## src/hdl/bezier_curve_flattener_assert.svh

```systemverilog
// Assertion macros for the curve flattener.
`ifndef BEZIER_CURVE_FLATTENER_ASSERT_SVH
`define BEZIER_CURVE_FLATTENER_ASSERT_SVH

// Same-cycle implication, sampled on the block clock.
`define BCF_ASSERT_SAME(label, ante, cons) \
   label: assert property (@(posedge clock) disable iff (reset) (ante) |-> (cons)) \
      else $error("curve flattener check failed");

// Next-cycle implication, sampled on the block clock.
`define BCF_ASSERT_NEXT(label, ante, cons) \
   label: assert property (@(posedge clock) disable iff (reset) (ante) |=> (cons)) \
      else $error("curve flattener check failed");

`endif

```

## src/hdl/bcf_pkg.sv

```systemverilog
package bcf_pkg;

   // fixed field widths
   localparam int SEG_BITS = 12;
   localparam int OUT_BITS = 12;
   localparam int IN_BITS  = 12;
   // fraction bits of the length and the segment size
   localparam int LEN_FRAC = 8;
   // left shift of the squared leg before the root (two times LEN_FRAC)
   localparam int LEG_PAD  = 16;

   // commands from the sequencer to the datapath
   typedef struct packed {
      logic load;
      logic leg_load;
      logic leg_step;
      logic leg_add;
      logic div_step;
      logic clamp;
      logic den_sq;
      logic den_cube;
      logic wt_sq;
      logic wt_mul;
      logic acc_step;
      logic vdiv_step;
      logic emit;
   } cmd_type;

   // status back to the sequencer
   typedef struct packed {
      logic root_last;
      logic leg_last;
      logic div_go;
      logic acc_last;
      logic vdiv_last;
      logic k_last;
   } sts_type;

endpackage

```

## src/hdl/bcf_datapath.sv

```systemverilog
module bcf_datapath #(
   parameter int MAX_SEGMENTS = 32,
   parameter int COORD_BITS   = 12
) (
   input  logic                          clock,
   input  logic                          reset,
   input  bcf_pkg::cmd_type              cmd,
   output bcf_pkg::sts_type              sts,
   input  logic                          req_degree,
   input  logic [bcf_pkg::IN_BITS-1:0]   req_start_x,
   input  logic [bcf_pkg::IN_BITS-1:0]   req_start_y,
   input  logic [bcf_pkg::IN_BITS-1:0]   req_ctrl_a_x,
   input  logic [bcf_pkg::IN_BITS-1:0]   req_ctrl_a_y,
   input  logic [bcf_pkg::IN_BITS-1:0]   req_ctrl_b_x,
   input  logic [bcf_pkg::IN_BITS-1:0]   req_ctrl_b_y,
   input  logic [bcf_pkg::IN_BITS-1:0]   req_end_x,
   input  logic [bcf_pkg::IN_BITS-1:0]   req_end_y,
   input  logic                          csr_write_enable,
   input  logic [bcf_pkg::SEG_BITS-1:0]  csr_write_data,
   output logic                          rsp_valid,
   output logic [bcf_pkg::OUT_BITS-1:0]  rsp_vertex_x,
   output logic [bcf_pkg::OUT_BITS-1:0]  rsp_vertex_y,
   output logic                          rsp_last_vertex,
   output logic                          rsp_count_clamped
);

   localparam int CB   = COORD_BITS;
   localparam int NB   = $clog2(MAX_SEGMENTS + 1);
   localparam int QW   = $clog2(MAX_SEGMENTS + 2);
   localparam int NB2  = 2 * NB;
   localparam int RB   = CB + 9;
   localparam int RADW = 2 * RB;
   localparam int RMW  = RB + 2;
   localparam int SQW  = 2 * CB + 1;
   localparam int LW   = RB + 3;
   localparam int WB   = 3 * NB;
   localparam int AW   = CB + WB;
   localparam int CW   = $clog2(RB + 1);
   localparam int DW   = bcf_pkg::SEG_BITS + bcf_pkg::LEN_FRAC;
   localparam int IW   = bcf_pkg::IN_BITS;
   localparam int OW   = bcf_pkg::OUT_BITS;

   // points, packed four to a vector
   logic [4*CB-1:0]  px_ff, px_in, py_ff, py_in;
   logic             cubic_ff, cubic_in;
   logic [bcf_pkg::SEG_BITS-1:0] seg_ff, seg_in;
   // leg length unit
   logic [1:0]       leg_ff, leg_in;
   logic [RADW-1:0]  rad_ff, rad_in;
   logic [RMW-1:0]   rem_ff, rem_in;
   logic [RB-1:0]    root_ff, root_in;
   logic [LW-1:0]    len_ff, len_in;
   logic [CW-1:0]    cnt_ff, cnt_in;
   // segment count
   logic [QW-1:0]    q_ff, q_in;
   logic [NB-1:0]    n_ff, n_in;
   logic             clamp_ff, clamp_in;
   logic [NB2-1:0]   nn_ff, nn_in;
   logic [WB-1:0]    den_ff, den_in;
   // vertex evaluation
   logic [NB-1:0]    k_ff, k_in;
   logic [NB2-1:0]   kk_ff, kk_in, uu_ff, uu_in;
   logic [4*WB-1:0]  w_ff, w_in;
   logic [AW-1:0]    accx_ff, accx_in, accy_ff, accy_in;
   logic [CB-1:0]    qx_ff, qx_in, qy_ff, qy_in;
   // result beat
   logic             valid_ff, valid_in;
   logic [OW-1:0]    vx_ff, vx_in, vy_ff, vy_in;
   logic             last_ff, last_in;
   logic             cl_ff, cl_in;

   // combinational helpers
   logic [1:0]       b_idx;
   logic [CB-1:0]    ax, ay, bx, by, dx, dy;
   logic [2*CB-1:0]  dxx, dyy;
   logic [SQW-1:0]   sq;
   logic [RMW-1:0]   rem_sh, trial;
   logic [bcf_pkg::SEG_BITS-1:0] seg_eff;
   logic [DW-1:0]    dsz;
   logic [LW-1:0]    dsz_l;
   logic [NB-1:0]    u;
   logic [1:0]       t_idx;
   logic [CW-1:0]    bitpos;
   logic [AW-1:0]    dsh;
   logic             gex, gey;

   // coordinate masking to COORD_BITS
   function automatic logic [CB-1:0] fit(input logic [IW-1:0] v);
      logic [CB+IW-1:0] t;
      t = {{CB{1'b0}}, v};
      return t[CB-1:0];
   endfunction

   function automatic logic [OW-1:0] out_fit(input logic [CB-1:0] v);
      logic [CB+OW-1:0] t;
      t = {{OW{1'b0}}, v};
      return t[OW-1:0];
   endfunction

   // leg endpoints and squared distance
   always_comb begin
      b_idx = leg_ff + 2'd1;
      ax = px_ff[leg_ff*CB +: CB];
      ay = py_ff[leg_ff*CB +: CB];
      bx = px_ff[b_idx*CB +: CB];
      by = py_ff[b_idx*CB +: CB];
      dx = (ax > bx) ? ax - bx : bx - ax;
      dy = (ay > by) ? ay - by : by - ay;
      dxx = dx * dx;
      dyy = dy * dy;
      sq = {1'b0, dxx} + {1'b0, dyy};
      rem_sh = {rem_ff[RB-1:0], rad_ff[RADW-1 -: 2]};
      trial = {root_ff, 2'b01};
      seg_eff = (seg_ff == '0) ? bcf_pkg::SEG_BITS'(1) : seg_ff;
      dsz = {seg_eff, {bcf_pkg::LEN_FRAC{1'b0}}};
      dsz_l = LW'(dsz);
      u = n_ff - k_ff;
      t_idx = cnt_ff[1:0];
      bitpos = CW'(CB - 1) - cnt_ff;
      dsh = AW'(den_ff) << bitpos;
      gex = accx_ff >= dsh;
      gey = accy_ff >= dsh;
   end

   // status
   always_comb begin
      sts.root_last = cnt_ff == CW'(RB - 1);
      sts.leg_last = leg_ff == (cubic_ff ? 2'd2 : 2'd1);
      sts.div_go = (len_ff >= dsz_l) && (q_ff <= QW'(MAX_SEGMENTS));
      sts.acc_last = t_idx == 2'd3;
      sts.vdiv_last = cnt_ff == CW'(CB - 1);
      sts.k_last = k_ff == n_ff;
   end

   // next-state of the datapath
   always_comb begin
      px_in = px_ff;
      py_in = py_ff;
      cubic_in = cubic_ff;
      seg_in = csr_write_enable ? csr_write_data : seg_ff;
      leg_in = leg_ff;
      rad_in = rad_ff;
      rem_in = rem_ff;
      root_in = root_ff;
      len_in = len_ff;
      cnt_in = cnt_ff;
      q_in = q_ff;
      n_in = n_ff;
      clamp_in = clamp_ff;
      nn_in = nn_ff;
      den_in = den_ff;
      k_in = k_ff;
      kk_in = kk_ff;
      uu_in = uu_ff;
      w_in = w_ff;
      accx_in = accx_ff;
      accy_in = accy_ff;
      qx_in = qx_ff;
      qy_in = qy_ff;
      valid_in = 1'b0;
      vx_in = vx_ff;
      vy_in = vy_ff;
      last_in = last_ff;
      cl_in = cl_ff;

      // capture the curve; a quadratic takes the end point as its third point
      if (cmd.load) begin
         px_in = {fit(req_end_x), req_degree ? fit(req_ctrl_b_x) : fit(req_end_x),
                  fit(req_ctrl_a_x), fit(req_start_x)};
         py_in = {fit(req_end_y), req_degree ? fit(req_ctrl_b_y) : fit(req_end_y),
                  fit(req_ctrl_a_y), fit(req_start_y)};
         cubic_in = req_degree;
         len_in = '0;
         leg_in = '0;
         q_in = '0;
      end

      // start one leg root
      if (cmd.leg_load) begin
         rad_in = RADW'({sq, {bcf_pkg::LEG_PAD{1'b0}}});
         rem_in = '0;
         root_in = '0;
         cnt_in = '0;
      end

      // one root digit per cycle
      if (cmd.leg_step) begin
         if (rem_sh >= trial) begin
            rem_in = rem_sh - trial;
            root_in = {root_ff[RB-2:0], 1'b1};
         end else begin
            rem_in = rem_sh;
            root_in = {root_ff[RB-2:0], 1'b0};
         end
         rad_in = {rad_ff[RADW-3:0], 2'b00};
         cnt_in = cnt_ff + CW'(1);
      end

      if (cmd.leg_add) begin
         len_in = len_ff + LW'(root_ff);
         leg_in = leg_ff + 2'd1;
      end

      // count segments by repeated subtraction, stopping past the maximum
      if (cmd.div_step) begin
         len_in = len_ff - dsz_l;
         q_in = q_ff + QW'(1);
      end

      if (cmd.clamp) begin
         if (q_ff == '0) begin
            n_in = NB'(1);
            clamp_in = 1'b1;
         end else if (q_ff > QW'(MAX_SEGMENTS)) begin
            n_in = NB'(MAX_SEGMENTS);
            clamp_in = 1'b1;
         end else begin
            n_in = NB'(q_ff);
            clamp_in = 1'b0;
         end
         k_in = '0;
      end

      if (cmd.den_sq) begin
         nn_in = NB2'(n_ff) * NB2'(n_ff);
      end

      if (cmd.den_cube) begin
         den_in = cubic_ff ? WB'(nn_ff) * WB'(n_ff) : WB'(nn_ff);
      end

      // Bernstein weights, squares first
      if (cmd.wt_sq) begin
         kk_in = NB2'(k_ff) * NB2'(k_ff);
         uu_in = NB2'(u) * NB2'(u);
      end

      if (cmd.wt_mul) begin
         if (cubic_ff) begin
            w_in = {WB'(kk_ff) * WB'(k_ff),
                    WB'(3) * (WB'(kk_ff) * WB'(u)),
                    WB'(3) * (WB'(uu_ff) * WB'(k_ff)),
                    WB'(uu_ff) * WB'(u)};
         end else begin
            w_in = {WB'(0),
                    WB'(kk_ff),
                    WB'(2) * (WB'(k_ff) * WB'(u)),
                    WB'(uu_ff)};
         end
         accx_in = '0;
         accy_in = '0;
         cnt_in = '0;
      end

      // weighted sum, one control point per cycle
      if (cmd.acc_step) begin
         accx_in = accx_ff + AW'(px_ff[t_idx*CB +: CB]) * AW'(w_ff[t_idx*WB +: WB]);
         accy_in = accy_ff + AW'(py_ff[t_idx*CB +: CB]) * AW'(w_ff[t_idx*WB +: WB]);
         cnt_in = sts.acc_last ? '0 : cnt_ff + CW'(1);
      end

      // divide both sums by the denominator, one quotient bit per cycle
      if (cmd.vdiv_step) begin
         if (gex) accx_in = accx_ff - dsh;
         if (gey) accy_in = accy_ff - dsh;
         qx_in = {qx_ff[CB-2:0], gex};
         qy_in = {qy_ff[CB-2:0], gey};
         cnt_in = sts.vdiv_last ? '0 : cnt_ff + CW'(1);
      end

      if (cmd.emit) begin
         valid_in = 1'b1;
         vx_in = out_fit(qx_ff);
         vy_in = out_fit(qy_ff);
         last_in = sts.k_last;
         cl_in = clamp_ff;
         k_in = k_ff + NB'(1);
      end
   end

   // control registers
   always_ff @(posedge clock) begin
      if (reset) begin
         seg_ff <= bcf_pkg::SEG_BITS'(4);
         valid_ff <= 1'b0;
      end else begin
         seg_ff <= seg_in;
         valid_ff <= valid_in;
      end
   end

   // payload registers
   always_ff @(posedge clock) begin
      px_ff <= px_in;
      py_ff <= py_in;
      cubic_ff <= cubic_in;
      leg_ff <= leg_in;
      rad_ff <= rad_in;
      rem_ff <= rem_in;
      root_ff <= root_in;
      len_ff <= len_in;
      cnt_ff <= cnt_in;
      q_ff <= q_in;
      n_ff <= n_in;
      clamp_ff <= clamp_in;
      nn_ff <= nn_in;
      den_ff <= den_in;
      k_ff <= k_in;
      kk_ff <= kk_in;
      uu_ff <= uu_in;
      w_ff <= w_in;
      accx_ff <= accx_in;
      accy_ff <= accy_in;
      qx_ff <= qx_in;
      qy_ff <= qy_in;
      vx_ff <= vx_in;
      vy_ff <= vy_in;
      last_ff <= last_in;
      cl_ff <= cl_in;
   end

   assign rsp_valid = valid_ff;
   assign rsp_vertex_x = vx_ff;
   assign rsp_vertex_y = vy_ff;
   assign rsp_last_vertex = last_ff;
   assign rsp_count_clamped = cl_ff;

endmodule

```

## src/hdl/bcf_control.sv

```systemverilog
module bcf_control (
   input  logic              clock,
   input  logic              reset,
   input  logic              start,
   output logic              busy,
   output bcf_pkg::cmd_type  cmd,
   input  bcf_pkg::sts_type  sts
);

   localparam logic [3:0] S_IDLE     = 4'd0;
   localparam logic [3:0] S_LEG_LOAD = 4'd1;
   localparam logic [3:0] S_LEG_STEP = 4'd2;
   localparam logic [3:0] S_LEG_ADD  = 4'd3;
   localparam logic [3:0] S_DIV      = 4'd4;
   localparam logic [3:0] S_CLAMP    = 4'd5;
   localparam logic [3:0] S_DEN_SQ   = 4'd6;
   localparam logic [3:0] S_DEN_CUBE = 4'd7;
   localparam logic [3:0] S_WT_SQ    = 4'd8;
   localparam logic [3:0] S_WT_MUL   = 4'd9;
   localparam logic [3:0] S_ACC      = 4'd10;
   localparam logic [3:0] S_VDIV     = 4'd11;
   localparam logic [3:0] S_EMIT     = 4'd12;

   logic [3:0] state_ff, state_in;

   // sequencing
   always_comb begin
      state_in = state_ff;
      cmd = '0;
      case (state_ff)
         S_IDLE: begin
            if (start) begin
               cmd.load = 1'b1;
               state_in = S_LEG_LOAD;
            end
         end
         S_LEG_LOAD: begin
            cmd.leg_load = 1'b1;
            state_in = S_LEG_STEP;
         end
         S_LEG_STEP: begin
            cmd.leg_step = 1'b1;
            if (sts.root_last) state_in = S_LEG_ADD;
         end
         S_LEG_ADD: begin
            cmd.leg_add = 1'b1;
            state_in = sts.leg_last ? S_DIV : S_LEG_LOAD;
         end
         S_DIV: begin
            if (sts.div_go) cmd.div_step = 1'b1;
            else state_in = S_CLAMP;
         end
         S_CLAMP: begin
            cmd.clamp = 1'b1;
            state_in = S_DEN_SQ;
         end
         S_DEN_SQ: begin
            cmd.den_sq = 1'b1;
            state_in = S_DEN_CUBE;
         end
         S_DEN_CUBE: begin
            cmd.den_cube = 1'b1;
            state_in = S_WT_SQ;
         end
         S_WT_SQ: begin
            cmd.wt_sq = 1'b1;
            state_in = S_WT_MUL;
         end
         S_WT_MUL: begin
            cmd.wt_mul = 1'b1;
            state_in = S_ACC;
         end
         S_ACC: begin
            cmd.acc_step = 1'b1;
            if (sts.acc_last) state_in = S_VDIV;
         end
         S_VDIV: begin
            cmd.vdiv_step = 1'b1;
            if (sts.vdiv_last) state_in = S_EMIT;
         end
         S_EMIT: begin
            cmd.emit = 1'b1;
            state_in = sts.k_last ? S_IDLE : S_WT_SQ;
         end
         default: begin
            state_in = S_IDLE;
         end
      endcase
   end

   always_ff @(posedge clock) begin
      if (reset) state_ff <= S_IDLE;
      else state_ff <= state_in;
   end

   assign busy = state_ff != S_IDLE;

endmodule

```

## src/hdl/bezier_curve_flattener.sv

```systemverilog
// Flattens one quadratic or cubic Bezier curve into n+1 polyline vertices, n being the
// control polygon length over segment_length, held to 1..MAX_SEGMENTS. A curve is taken
// when start is high and busy is low; busy stays high until the last vertex beat is shown.
// Each vertex is on the rsp_ ports for exactly one cycle with rsp_valid high and cannot be
// held off, so the receiver must take every beat as it comes. The work is done by the shared
// bit-serial units in order: one square root per leg (2 legs quadratic, 3 cubic), the
// segment count by one subtraction per whole segment, stopping once it passes MAX_SEGMENTS,
// the clamp and the denominator setup, then per vertex the weights, four multiply-adds and
// a division at one quotient bit per cycle. Write segment_length only while busy is low.
module bezier_curve_flattener #(
   parameter int MAX_SEGMENTS = 32,
   parameter int COORD_BITS   = 12
) (
   input  logic                          clock,
   input  logic                          reset,
   input  logic                          start,
   output logic                          busy,
   input  logic                          req_degree,
   input  logic [bcf_pkg::IN_BITS-1:0]   req_start_x,
   input  logic [bcf_pkg::IN_BITS-1:0]   req_start_y,
   input  logic [bcf_pkg::IN_BITS-1:0]   req_ctrl_a_x,
   input  logic [bcf_pkg::IN_BITS-1:0]   req_ctrl_a_y,
   input  logic [bcf_pkg::IN_BITS-1:0]   req_ctrl_b_x,
   input  logic [bcf_pkg::IN_BITS-1:0]   req_ctrl_b_y,
   input  logic [bcf_pkg::IN_BITS-1:0]   req_end_x,
   input  logic [bcf_pkg::IN_BITS-1:0]   req_end_y,
   input  logic                          csr_write_enable,
   input  logic [bcf_pkg::SEG_BITS-1:0]  csr_write_data,
   output logic                          rsp_valid,
   output logic [bcf_pkg::OUT_BITS-1:0]  rsp_vertex_x,
   output logic [bcf_pkg::OUT_BITS-1:0]  rsp_vertex_y,
   output logic                          rsp_last_vertex,
   output logic                          rsp_count_clamped
);

   bcf_pkg::cmd_type cmd;
   bcf_pkg::sts_type sts;

   bcf_control u_control (
      .clock (clock),
      .reset (reset),
      .start (start),
      .busy  (busy),
      .cmd   (cmd),
      .sts   (sts)
   );

   bcf_datapath #(
      .MAX_SEGMENTS (MAX_SEGMENTS),
      .COORD_BITS   (COORD_BITS)
   ) u_datapath (
      .clock             (clock),
      .reset             (reset),
      .cmd               (cmd),
      .sts               (sts),
      .req_degree        (req_degree),
      .req_start_x       (req_start_x),
      .req_start_y       (req_start_y),
      .req_ctrl_a_x      (req_ctrl_a_x),
      .req_ctrl_a_y      (req_ctrl_a_y),
      .req_ctrl_b_x      (req_ctrl_b_x),
      .req_ctrl_b_y      (req_ctrl_b_y),
      .req_end_x         (req_end_x),
      .req_end_y         (req_end_y),
      .csr_write_enable  (csr_write_enable),
      .csr_write_data    (csr_write_data),
      .rsp_valid         (rsp_valid),
      .rsp_vertex_x      (rsp_vertex_x),
      .rsp_vertex_y      (rsp_vertex_y),
      .rsp_last_vertex   (rsp_last_vertex),
      .rsp_count_clamped (rsp_count_clamped)
   );

   `include "bezier_curve_flattener_assert.svh"

   // the final vertex beat coincides with the return to idle
   `BCF_ASSERT_SAME(a_last_idle, rsp_valid && rsp_last_vertex, !busy)
   // any other vertex beat leaves the block busy
   `BCF_ASSERT_SAME(a_mid_busy, rsp_valid && !rsp_last_vertex, busy)
   // an accepted curve never yields a beat on the next cycle
   `BCF_ASSERT_NEXT(a_accept, start && !busy, busy && !rsp_valid)
   // vertex beats are never back to back
   `BCF_ASSERT_NEXT(a_gap, rsp_valid, !rsp_valid)

endmodule

```

## config.mk

```make
export PLATFORM = sky130hd
export DESIGN_NAME = bezier_curve_flattener
export DESIGN_NICKNAME = d
export VERILOG_FILES = /design/src/hdl/bcf_pkg.sv /design/src/hdl/bcf_datapath.sv /design/src/hdl/bcf_control.sv /design/src/hdl/bezier_curve_flattener.sv
export VERILOG_INCLUDE_DIRS = /design/src /design/src/hdl
export SDC_FILE = /design/constraint.sdc
export NUM_CORES = 2
export LEC_CHECK = 0
export CAP_MARGIN = 30
export CORE_ASPECT_RATIO = 0.9
export CORE_UTILIZATION = 55
export DETAILED_ROUTE_END_ITERATION = 6
export DONT_BUFFER_PORTS = 1
export GPL_ROUTABILITY_DRIVEN = 0
export PLACE_DENSITY = 0.7
export SLEW_MARGIN = 5
export SYNTH_ARGS = -nofsm -noshare
export SYNTH_HDL_FRONTEND = slang
export SYNTH_HIERARCHICAL = 1
export SYNTH_SLANG_ARGS = --single-unit
export TNS_END_PERCENT = 30
```

## constraint.sdc

```tcl
create_clock -name clock -period 28.1 [get_ports clock]
set_input_delay 2.81 -clock clock [delete_from_list [all_inputs] [get_ports clock]]
set_output_delay 2.81 -clock clock [all_outputs]
set_load 0.05 [all_outputs]
```

==> results.cfg <==
[worst_hold_path]
hold_path_startpoint = u_datapath/clamp_ff$_SDFFCE_PP1P_
hold_path.class = register to register

[synthesis]
yosysWarningCount = 6
synth_cell_types = 92
async_flop_share_pct = 0
syn_avg_cell_area_sq_um = 9.39
synth_top_flop_cell = edfxtp_1
yosysSeqAreaShare_pct = 20.4
synthCells = 6884
yosys_register_bits = 465
synth_area_sq_um = 64700
synth-edff-count = 388

[floorplanning]
die_w_um = 363
rows = 118
die_y_um = 327
initial_utilization_pct = 55.9
die_area_sq_um = 119000
num_io_pins = 141
coreArea_sq_um = 116000

[clocking]
cts_hold_buf = 0
cts_resized = 0
cts.sinks = 465
cts_buffers = 55
root_buffer = clkbuf_16
h-tree-depth = 2
ctsLongestPathBuffers = 3
postCtsSetupBuffers = 0
clock_latency_ns = 0.70
cts_tree = yes
clk_pin_slew_worst_paths_ns = 0.06

[route]
vias = 48415
wl_per_cell_um = 19.8
drt_iter0_drc = 3924
wl_um = 165000
drt_first_pass_iters = 6
ant_nets = 0
viasPerCell = 5.80
drc = 0

[final_layout]
nets = 8317
layout_commonest_cell = inv_1
area_growth_pct = 5.41
drive_gt1_share_pct = 5.64
stdcell_count = 8350
utilization_pct = 58.9
final_cell_mix = 1,135 x inv_1, 865 x nand2_1, 817 x fa_1, 645 x ha_1, 440 x nor2_1

[setup_path]
crit_fanout = 38
crit_start = u_datapath/leg_ff[1]$_SDFFCE_PN0P_
crit_path_end_kind = register
cp-start-kind = register
reg2reg_from = u_datapath/leg_ff[1]$_SDFFCE_PN0P_
worst_path_max_delay_cell = o31ai_4
worstPathArrival_ns = 12.42
path_class = register to register
cp.required_ns = 28.50
cp_common_cell = fa_1
max_stage_delay_ns = 0.74

[sta]
slew_headroom_pct = 32.4
worstMarginPinSlew_ns = 1.01
fin_skew_ns = 0.0627
tns_ns = 0
drv_slew = 0
rsz0062_at_grt = false
setup_violations = 0
min_period_ns = 12.02
finalCritPeriodShare_pct = 42.8
hold_viol = 0
clock.fmax_ghz = 0.0832

[global_route]
globalRouteTotalUtil_pct = 28.3
grt_overflow = 0
grt_pass1_wl_um = 267000
grt_pass1_vias = 49035
antenna_found_initial = 7
grt_max_degree = 97

[run]
drv_cap = 0

[place]
dp_cells = 8242
dp.final_hpwl_um = 129000
port_buffers = 0

[run_status]
status = complete, no violations
-- per-layer routing --
layer	global-route usage [%]	vias up	part of all wire [%]
li1	-	22213	-
met1	40.6	24001	44
met2	44.1	1907	44
met3	4.86	290	8.5
met4	8.26	4	2.8
met5	0	-	0.013
-- cells in the mapped netlist, types with 8 or more instances --
library cell  number  share of area (%)
dfxtp_1           77                2.4
or3_1             19               0.18
edfxtp_1         388                 18
nor4_1            13               0.13
nand3_1           50               0.39
o21a_1            57               0.66
buf_1             29               0.17
a21boi_0          16               0.19
nand2b_1          56               0.54
a211oi_1          30               0.35
o211ai_1          15               0.17
inv_1           1135                6.6
fa_1             817                 25
clkbuf_1         224                1.3
o21ai_1           13               0.10
nor3_1            57               0.44
mux2_2           102                1.8
a41oi_1            8               0.11
a221oi_1          31               0.42
nand4_1           30               0.29
a21oi_1          311                2.4
a22oi_1           30               0.35
and3_1            30               0.29
nand2_1          865                5.0
o41ai_1           11               0.15
xor2_1           119                1.6
o21bai_1          55               0.64
xnor2_1          211                2.9
or2_2             32               0.31
mux4_2            45                1.6
and2_1           206                2.0
o31ai_1           19               0.22
a31oi_1           38               0.37
a21o_1           147                1.7
o21ai_0          168                1.3
o22ai_1           15               0.15
buf_2             18               0.14
mux2i_1          113                1.7
nor2b_1           60               0.58
ha_1             645                 12
nor2_1           444                2.6
-- area by class of cell --
cell class	instances	area, sq um
Timing Repair Buffer	62	504
Fill cell	10031	47600
Tap cell	1560	1950
Sequential cell	465	13200
Clock inverter	34	405
Inverter	1141	4290
Clock buffer	67	1560
Multi-Input combinational cell	5017	46300
Antenna cell	4	10.0
-- registers in the layout, summed over array words and instances (netlist names), 4 cells and up --
signal                   count
u_datapath/rad_ff           26
u_datapath/uu_ff            11
u_datapath/accx_ff          30
u_datapath/den_ff           18
u_control/state_ff           4
u_datapath/cnt_ff            5
u_datapath/len_ff           24
u_datapath/kk_ff            11
u_datapath/qx_ff            12
u_datapath/qy_ff            12
u_datapath/accy_ff          30
u_datapath/nn_ff            11
u_datapath/n_ff              6
u_datapath/rsp_vertex_y     12
u_datapath/w_ff             72
u_datapath/py_ff            48
u_datapath/k_ff              6
u_datapath/seg_ff           12
u_datapath/rem_ff           21
u_datapath/q_ff              6
u_datapath/px_ff            48
u_datapath/root_ff          21
u_datapath/rsp_vertex_x     12
-- stage by stage --
step | hold slack (ns) | instance area [sq um] | setup slack, ns
after floorplan | 0.400 | 64700 | 17.38
after global placement | 0.409 | 66100 | 16.34
after detailed placement | 0.415 | 66100 | 16.17
after CTS | 0.417 | 68100 | 16.17
after global routing | 0.420 | 68200 | 15.58
final | 0.422 | 68200 | 16.08
-- path summary, 6_finish.rpt --
path | end | slack, ns | cells after the start
max | u_datapath/rad_ff[40]$_DFFE_PP_ | 16.08 | 37
min | u_datapath/rsp_count_clamped$_DFFE_PP_ | 0.42 | 0
max reg2reg | u_datapath/rad_ff[40]$_DFFE_PP_ | 16.08 | 37
min reg2reg | u_datapath/rsp_count_clamped$_DFFE_PP_ | 0.42 | 0
-- cell families (layout without fill, tap and decap cells) --
| group | after synthesis | after routing | synth area share, % |
|---|---|---|---|
| and+or+nand+nor | 1899 | 1899 | 13.2 |
| adders and majority gates | 1462 | 1462 | 37.8 |
| buffers and inverters | 1415 | 1304 | 8.28 |
| AOI/OAI and AO/OA | 1042 | 1042 | 10.5 |
| DFF | 465 | 465 | 20.4 |
| xor gates and xnor gates | 338 | 338 | 4.69 |
| muxes | 261 | 261 | 5.12 |
| other | 2 | 19 | 0.0116 |
-- worst max-delay path: cells and delay by family (launching register included) --
family / cells / cell delay [ns]
adders and majority gates: 9 / 4.07
AOI/OAI and AO/OA: 12 / 3.69
buffers and inverters: 8 / 1.54
muxes: 3 / 1.10
xor gates and xnor gates: 2 / 0.62
and+or+nand+nor: 3 / 0.39
DFF: 1 / 0.32
Power is left out: the tool's default activity adds up to more than one toggle a clock period on the data nets, which glitch-free logic cannot reach.
